`src/rtl/qesd_pkg.sv`:
```
`default_nettype none

package qesd_pkg;

    // per-encoder record kept between samples
    typedef struct packed {
        logic [1:0] pair;
        logic [3:0] tally;
        logic       dir;
    } entry_t;

    // signed step from the transition table, -2 to +2
    typedef logic signed [2:0] step_t;

    // movement codes on the result channel
    typedef enum logic [1:0] {
        MOVE_STOPPED = 2'd0,
        MOVE_LEFT    = 2'd1,
        MOVE_RIGHT   = 2'd2
    } move_t;

    localparam logic [3:0] TALLY_RESET = 4'd8;

    localparam entry_t ENTRY_RESET = '{pair: 2'd0, tally: TALLY_RESET, dir: 1'b0};

    // transition table, old pair in bits 3:2 and new pair in bits 1:0
    function automatic step_t step_lookup(input logic [3:0] code);
        step_t s;
        case (code)
            4'd0:    s = 3'sd0;
            4'd1:    s = 3'sd1;
            4'd2:    s = -3'sd1;
            4'd3:    s = 3'sd2;
            4'd4:    s = -3'sd1;
            4'd5:    s = 3'sd0;
            4'd6:    s = -3'sd2;
            4'd7:    s = 3'sd1;
            4'd8:    s = 3'sd1;
            4'd9:    s = -3'sd2;
            4'd10:   s = 3'sd0;
            4'd11:   s = -3'sd1;
            4'd12:   s = 3'sd2;
            4'd13:   s = -3'sd1;
            4'd14:   s = 3'sd1;
            4'd15:   s = 3'sd0;
            default: s = 3'sd0;
        endcase
        return s;
    endfunction

endpackage

`default_nettype wire

```
`src/rtl/quadrature_encoder_step_decoder.sv`:
```
`default_nettype none

// Quadrature step decoder for a bank of rotary encoders. Each item carries an
// encoder index and that encoder's current A/B pin pair; each item gives
// exactly one result, the movement code (stopped, left or right). One item is
// taken every cycle while the result side keeps up. The accepting edge
// registers the item together with a read of the encoder's stored record;
// the edge on which the item advances registers the result while the updated
// record is written back. A result held by the receiver
// stalls the input once both stages are full. Back-to-back items for the same
// encoder see the record just written.
// Per-encoder state starts from its reset value immediately after reset,
// with no clearing pass. Indexes at or above NUM_ENCODERS report stopped and
// leave all state untouched.
module quadrature_encoder_step_decoder #(
    parameter int NUM_ENCODERS      = 32,
    parameter int PULSES_PER_DETENT = 4
) (
    input  wire logic       clk,
    input  wire logic       rst_n,
    input  wire logic       in_valid,
    output logic            in_ready,
    input  wire logic [4:0] encoder_index,
    input  wire logic [1:0] pair_state,
    output logic            out_valid,
    input  wire logic       out_ready,
    output logic [1:0]      movement
);
    import qesd_pkg::*;

    localparam int ADDR_W = (NUM_ENCODERS > 1) ? $clog2(NUM_ENCODERS) : 1;

    logic              in_accept;
    logic              in_range;
    logic              s1_adv;

    logic              s1_valid_reg;
    logic [ADDR_W-1:0] s1_addr_reg;
    logic [1:0]        s1_pair_reg;
    logic              s1_range_reg;

    logic              out_valid_reg;
    move_t             movement_reg;
    move_t             movement_next;

    entry_t            old_entry;
    entry_t            new_entry;
    step_t             step;
    logic              step_dir;
    logic [3:0]        tally_sum;
    logic [15:0]       mult_ok;
    logic              moved;

    // tally values that fall on a detent boundary
    for (genvar k = 0; k < 16; k++)
    begin : g_mult
        assign mult_ok[k] = ((k % PULSES_PER_DETENT) == 0);
    end

    // handshake
    assign in_accept = in_valid && in_ready;
    assign s1_adv    = s1_valid_reg && (!out_valid_reg || out_ready);
    assign in_ready  = !s1_valid_reg || s1_adv;
    assign in_range  = (32'(encoder_index) < NUM_ENCODERS);

    // per-encoder state store
    qesd_state_mem #(
        .NUM_ENCODERS (NUM_ENCODERS),
        .ADDR_W       (ADDR_W)
    ) u_state_mem (
        .clk     (clk),
        .rst_n   (rst_n),
        .rd_en   (in_accept && in_range),
        .rd_addr (ADDR_W'(encoder_index)),
        .rd_data (old_entry),
        .wr_en   (s1_adv && s1_range_reg),
        .wr_addr (s1_addr_reg),
        .wr_data (new_entry)
    );

    // step decode and tally update
    always_comb
    begin
        step          = step_lookup({old_entry.pair, s1_pair_reg});
        step_dir      = !step[2];
        tally_sum     = old_entry.tally + {step[2], step};
        moved         = (step != 3'sd0) && (old_entry.dir == step_dir)
                        && mult_ok[tally_sum];
        new_entry     = old_entry;
        new_entry.pair = s1_pair_reg;
        if (step != 3'sd0)
        begin
            new_entry.dir   = step_dir;
            new_entry.tally = moved ? TALLY_RESET : tally_sum;
        end
        if (s1_range_reg && moved)
        begin
            movement_next = step_dir ? MOVE_RIGHT : MOVE_LEFT;
        end
        else
        begin
            movement_next = MOVE_STOPPED;
        end
    end

    // input stage
    always_ff @(posedge clk or negedge rst_n)
    begin
        if (!rst_n)
        begin
            s1_valid_reg <= 1'b0;
        end
        else if (in_ready)
        begin
            s1_valid_reg <= in_valid;
        end
    end

    always_ff @(posedge clk)
    begin
        if (in_accept)
        begin
            s1_addr_reg  <= ADDR_W'(encoder_index);
            s1_pair_reg  <= pair_state;
            s1_range_reg <= in_range;
        end
    end

    // result register
    always_ff @(posedge clk or negedge rst_n)
    begin
        if (!rst_n)
        begin
            out_valid_reg <= 1'b0;
        end
        else if (!out_valid_reg || out_ready)
        begin
            out_valid_reg <= s1_valid_reg;
        end
    end

    always_ff @(posedge clk)
    begin
        if (s1_adv)
        begin
            movement_reg <= movement_next;
        end
    end

    assign out_valid = out_valid_reg;
    assign movement  = movement_reg;

endmodule

`default_nettype wire

```
`src/rtl/qesd_state_mem.sv`:
```
`default_nettype none

module qesd_state_mem #(
    parameter int NUM_ENCODERS = 32,
    parameter int ADDR_W       = 5
) (
    input  wire logic                  clk,
    input  wire logic                  rst_n,
    input  wire logic                  rd_en,
    input  wire logic [ADDR_W-1:0]     rd_addr,
    output qesd_pkg::entry_t           rd_data,
    input  wire logic                  wr_en,
    input  wire logic [ADDR_W-1:0]     wr_addr,
    input  wire qesd_pkg::entry_t      wr_data
);
    import qesd_pkg::*;

    entry_t                  mem [NUM_ENCODERS];
    logic [NUM_ENCODERS-1:0] valid_reg;
    entry_t                  rd_data_reg;

    // entry storage, no reset: unwritten entries read as the reset record
    always_ff @(posedge clk)
    begin
        if (wr_en)
        begin
            mem[wr_addr] <= wr_data;
        end
    end

    // written marks, cleared together at reset
    always_ff @(posedge clk or negedge rst_n)
    begin
        if (!rst_n)
        begin
            valid_reg <= '0;
        end
        else if (wr_en)
        begin
            valid_reg[wr_addr] <= 1'b1;
        end
    end

    // registered read, a write to the same entry in this cycle is passed on
    always_ff @(posedge clk)
    begin
        if (rd_en)
        begin
            if (wr_en && (wr_addr == rd_addr))
            begin
                rd_data_reg <= wr_data;
            end
            else if (valid_reg[rd_addr])
            begin
                rd_data_reg <= mem[rd_addr];
            end
            else
            begin
                rd_data_reg <= ENTRY_RESET;
            end
        end
    end

    assign rd_data = rd_data_reg;

endmodule

`default_nettype wire
```
`config.mk`:
```
export PLATFORM = sky130hd
export DESIGN_NAME = quadrature_encoder_step_decoder
export DESIGN_NICKNAME = d
export VERILOG_FILES = /design/src/rtl/qesd_pkg.sv /design/src/rtl/quadrature_encoder_step_decoder.sv /design/src/rtl/qesd_state_mem.sv
export SDC_FILE = /design/constraint.sdc
export NUM_CORES = 1
export LEC_CHECK = 0
export BUFFER_PORTS_ARGS = -buffer_cell sky130_fd_sc_hd__buf_2
export CAP_MARGIN = 25
export CORE_ASPECT_RATIO = 2
export CORE_MARGIN = 3
export CORE_UTILIZATION = 40
export DETAILED_ROUTE_END_ITERATION = 16
export GPL_TIMING_DRIVEN = 0
export SLEW_MARGIN = 5
export SYNTH_ARGS = -nofsm -noshare
export SYNTH_HDL_FRONTEND = slang
export SYNTH_SLANG_ARGS = --single-unit
```
`constraint.sdc`:
```
create_clock -name clk -period 2.91 [get_ports clk]
set_input_delay 0.1455 -clock clk [delete_from_list [all_inputs] [get_ports clk]]
set_output_delay 0.1455 -clock clk [all_outputs]
set_load 0.01 [all_outputs]
```
# After elaboration in Yosys (flattened, before gate mapping)
# Memories as Yosys holds them, arrays and structs flattened. A register that Yosys moved wholly into a read port is not among the register bits.
# Cells that the tools add are included.
dict set report totals {
  romBits 64
  ff_bits 50
  mem_bits_rw 224
  n_memories 3
  in_bits 11
}
dict set report op_classes {
  n_lt_le_gt_ge 4
  mux 13
  bitwise 1
  eq_ne 2
  n_addsub 1
  reduce_logical 12
}
# memory words word_bits read_ports rd_clocked_by_memory_dff wr line
set memory_table {}
lappend memory_table {u_state_mem.mem 32 7 1 0 1 qesd_state_mem.sv:18} ;# entry_t mem [NUM_ENCODERS];
lappend memory_table {{(name not given)} 16 3 1 1 0 qesd_pkg.sv:29} ;# case (code)
lappend memory_table {{(name not given)} 16 1 1 0 0 quadrature_encoder_step_decoder.sv:88} ;# && mult_ok[tally_sum];
# cell n
set ops {}
lappend ops {{bitwise OR 32 bit} 1}
lappend ops {{two-way mux 7 bit} 2}
lappend ops {{less-than comparator 5 x 6 -> 1 bit, second input constant} 2}
lappend ops {{two-way mux 4 bit} 2}
lappend ops {{logical AND 1 bit} 6}
lappend ops {{binary-select mux 1 bit (select 5 bit)} 1}
lappend ops {{demux 1 bit (select 5 bit)} 1}
lappend ops {{== test 5 bit} 1}
lappend ops {{>= comparator 5 x 1 -> 1 bit, second input constant} 1}
lappend ops {{less-than comparator 4 x 5 -> 1 bit, second input constant} 1}
lappend ops {{two-way mux 1 bit} 5}
lappend ops {{two-way mux 5 bit} 1}
lappend ops {{adder 4 bit} 1}
lappend ops {{logical NOT 1 bit} 3}
lappend ops {{nonzero test 3 bit} 1}
lappend ops {{logical OR 1 bit} 2}
lappend ops {{two-way mux 2 bit} 1}
lappend ops {{== test 1 bit} 1}

# Logic depth before layout (Yosys ltp)
dict set report depth {
  depth_word 8
  depth_mapped 11
  mapped_depth_nobuf 8
}

# Modules after synthesis
# A second synthesis with hierarchy kept.
dict set report hier_totals {
  hier_cells 712
  hier_area_um2 11717.5
}
# mod seq_area_each_um2 n_inst cells_per_inst area_each_um2
set by_module_without_submodules {}
lappend by_module_without_submodules {qesd_state_mem 7737.4 1 646 10930.5}
lappend by_module_without_submodules {quadrature_encoder_step_decoder 320.3 1 66 787.0}

# Least setup slack after synthesis
# OpenSTA, ideal clock, no wires.
dict set report synth_path {
  path_type {input to register}
  start {in encoder_index[0]}
  end {reg u_state_mem.rd_data_reg (netlist bit u_state_mem.rd_data[2]) (data pin)}
  arrival_time_ps 2256
  cell_stages 8
  slack_ps 391
  path_buffers 4
  required_time_ps 2648
  path_cell_list {buf_6 > clkbuf_1 > buf_2 > buf_2 > mux4_2 > mux4_2 > mux2i_1 > o21ai_0}
}
dict set report synth_via {
  elab_chain_cells 4
}
# item line
set synth_rtl {}
lappend synth_rtl {{start, declared} quadrature_encoder_step_decoder.sv:23} ;# input wire logic [4:0] encoder_index,
lappend synth_rtl {{binary-select mux 1 bit (select 5 bit)} qesd_state_mem.sv:53} ;# else if (valid_reg[rd_addr])
lappend synth_rtl {{two-way mux 1 bit (not written as such)} qesd_state_mem.sv:53}
lappend synth_rtl {{two-way mux 7 bit} qesd_state_mem.sv:53}
lappend synth_rtl {{two-way mux 7 bit (*)} qesd_state_mem.sv:49} ;# if (wr_en && (wr_addr == rd_addr))
lappend synth_rtl {{end signal, assigned} qesd_state_mem.sv:51} ;# rd_data_reg <= wr_data;
lappend synth_rtl {{end signal, assigned} qesd_state_mem.sv:55} ;# rd_data_reg <= mem[rd_addr];
lappend synth_rtl {{end, declared} qesd_state_mem.sv:20} ;# entry_t rd_data_reg;
# Mark *: on every way between the ends. The rest lies on a longest branch, timed or not. The select of a mux whose other input is x is not followed.
# A chain may end at the register's enable or synchronous reset.

# Final worst setup path
dict set report layout_path {
  start {in encoder_index[0]}
  end {reg u_state_mem.rd_data_reg (netlist bit u_state_mem.rd_data[1]) (data pin)}
}
# Same word-level chain as after synthesis.

==> metrics.txt <==
status=finished clean; final hold violation count=0; Antenna Nets Post-Route=0; Clock Latency Late Sink=0.50 ns; diodes inserted=0; largest net degree at the start of global routing=35; Clock H-tree levels=1; CTS root buf=clkbuf_16; Cell Pwr Density=roughly 720 mW/mm^2; GRT Total Usage=between 10% and 20%; synth unique cells=between 40 and 50; share of the synthesized area in the top cell type=about three fifths; Mapped Cells=slightly below 500; main area contributors after synthesis=edfxtp_1, mux4_2, dfrtp_1, mux2i_1, or2_2; die width=between 100 and 150 um; asr flop ratio synth=roughly 16%; largest family of logic cells by synthesized area=multiplexers; endpoints failing setup=0; Post-Synth Simple-Gate Area=under 10%; drt first pass iters=4; max reg flops=160; Yosys warning total=0; reg-to-reg slack, setup=roughly 0.36 ns; Adder-Cell Fraction of Synth Area=less than 1%; HP Class=in2async; Worst Max-Slew Pin Slew=approximately 0.95 ns; Synth Net Count=approximately 500; WL/cell=24.7 um; # DRC=0; first-pass GRT wire length=between 30000 and 40000 um; Slew headroom=between 30% and 40%; crit end category=flip-flop; Post-Synthesis Cell Area=0.00865 mm^2; layout cell share with drive strength beyond 1=about 25%; Slew Limit Fails=0; RSZ-0062 raised after global routing=false; period utilization=a little over nine tenths; CTS max path bufs=3; Fillers=1817; R2R cell count=9; syn_area_per_cell=approximately 18 um^2; CTS tree=yes; # IOs=15; critical path launch point type=input port; Starting Density=40.9%; Synth Area in Compound Gates=a little under 2%; fmax=about 360 MHz; xor/xnor share of the synthesized area=under 10%; Worst-path clk slew=0.08 ns; Iteration-0 DRC Markers=approximately 270; WS Path Type=in2reg; Crit-path slowest cell=mux4_2; CP required=around 3.2 ns; most common cell in the netlist=edfxtp_1; Seq/Total Area, Yosys=a little under three quarters; nets@finish=~550; GP Congestion=between 0.9 and 1; GR Overflow Total=0; vias in the first global route=roughly 5000; DR vias=between 4000 and 5000; critical path fanouts, max=10; final wirelength=between 20000 and 25000 um; Port-buffer cells=14; initial antenna violation count=0; setup TNS=0 ns; portion of netlist area occupied by mux cells=between 10% and 20%; Leak=3.38 nW; clk_skew=between 0.015 and 0.02 ns; Multi-input gate area=roughly 0.0024 mm^2; die height=~210 um; Max Cap Viol=0; clk sink count=between 200 and 250; Post-synth EDFFs=around 170; Die ar.=around 0.024 mm^2; maximum VDD drop=~0.30 mV; WHS=roughly 0.28 ns; most frequent cells after synthesis=edfxtp_1, mux4_2, nor2_1; setup bufs post-CTS=0; register area=~0.0061 mm^2; Top FF cell, synth=edfxtp_1; crit path DAT=a little over 3 ns; Total Power=7.05 mW; Placeable Area=0.0211 mm^2; max incr delay on CP=between 0.5 and 0.6 ns; vias per cell=5.61; synthesis-to-finish area growth=13.6%; CP Cell Sequence=buf_2 > buf_6 > clkbuf_1 > buf_2 > clkbuf_4 > mux4_2 > mux4_2 > mux2i_1 > o21ai_0; min Tclk post-route=2.79 ns; Num CTS Buffers=18; Rows=75; post-synth top area cell=edfxtp_1; DP HPWL=approximately 14000 um; FF+latch count, synth=roughly 210
[worst max-delay path, delay by kind of cell]
| family | cells | cell delay, ns |
|---|---|---|
| buffers and inverters | 5 | 1.46 |
| multiplexers | 3 | 1.27 |
| AO/OA/AOI/OAI | 1 | 0.12 |
[per-layer routing]
layer,global-route usage [%],up-vias,share of wire (%)
li1,-,2005,-
met1,18.6,2378,33
met2,33.3,146,57
met3,2.20,62,3.7
met4,10.1,0,6.6
met5,0,-,0
[cell families (layout without fill, tap and decap cells)]
kind of cell | Yosys count | in the layout
flip-flops | 211 | 211
AND/OR/NAND/NOR | 137 | 137
multiplexers | 76 | 76
buffers and inverters | 29 | 89
AO/OA/AOI/OAI | 24 | 24
XOR/XNOR | 10 | 10
adder cells (fa/ha/maj) | 3 | 3
[timing repair]
item                                    in CTS  in global routing
endpoints found under the hold margin       43                  0
hold buffers                                11                  0
resized for setup                            1                  2
endpoints found under the setup margin       2                  3
[layout make-up]
cell class,count,area share [%]
clock inverters,9,1.07
plain buffers,22,1.12
flip-flops and latches,211,62.5
inverters,7,0.268
multi-input cells,250,24.4
repair buffers,29,2.50
well taps,269,3.43
clock buffers,22,4.74
[path summary, 6_finish.rpt]
check | from | to
setup reg to reg | s1_addr_reg[3] | step[1]
min in group clk | encoder_index[4] | s1_addr_reg[4]
hold / removal | rst_n | u_state_mem.valid_reg[19]
setup / recovery | encoder_index[0] | u_state_mem.rd_data[1]
max in group asynchronous | rst_n | u_state_mem.valid_reg[24]
hold reg to reg | u_state_mem.valid_reg[11] | u_state_mem.valid_reg[11]
[placed cells by master (no fill, tap or decap), drive strengths merged, types with 11 or more instances in the layout]
master / instances
edfxtp: 174
mux4: 45
nor2: 40
clkbuf: 37
dfrtp: 34
or2: 32
mux2i: 28
buf: 25
nand2: 15
nand3: 11
dlygate4sd3: 11
[where the power goes]
part,total (mW),internal [mW],switching (mW),leakage (nW)
Combinational,0.889,0.361,0.529,1.09
Sequential,3.76,3.66,0.103,2.00
Clock,2.40,1.33,1.07,0.283
[through the flow]
| step | area, um^2 | setup slack [ns] | std cells | util, % |
|---|---|---|---|---|
| 2_1_floorplan | 8650 | 0.391 | 490 | - |
| 3_3_place_gp | 9050 | -0.432 | 773 | 42.9 |
| 3_5_place_dp | 9080 | -0.505 | 775 | 43.0 |
| 4_1_cts | 9770 | 0.0250 | 817 | 46.3 |
| 5_1_grt | 9820 | 0.0193 | 819 | 46.5 |
| 6_report | 9820 | 0.118 | 819 | 46.5 |
No activity file was read; power rests on OpenSTA's default activity.
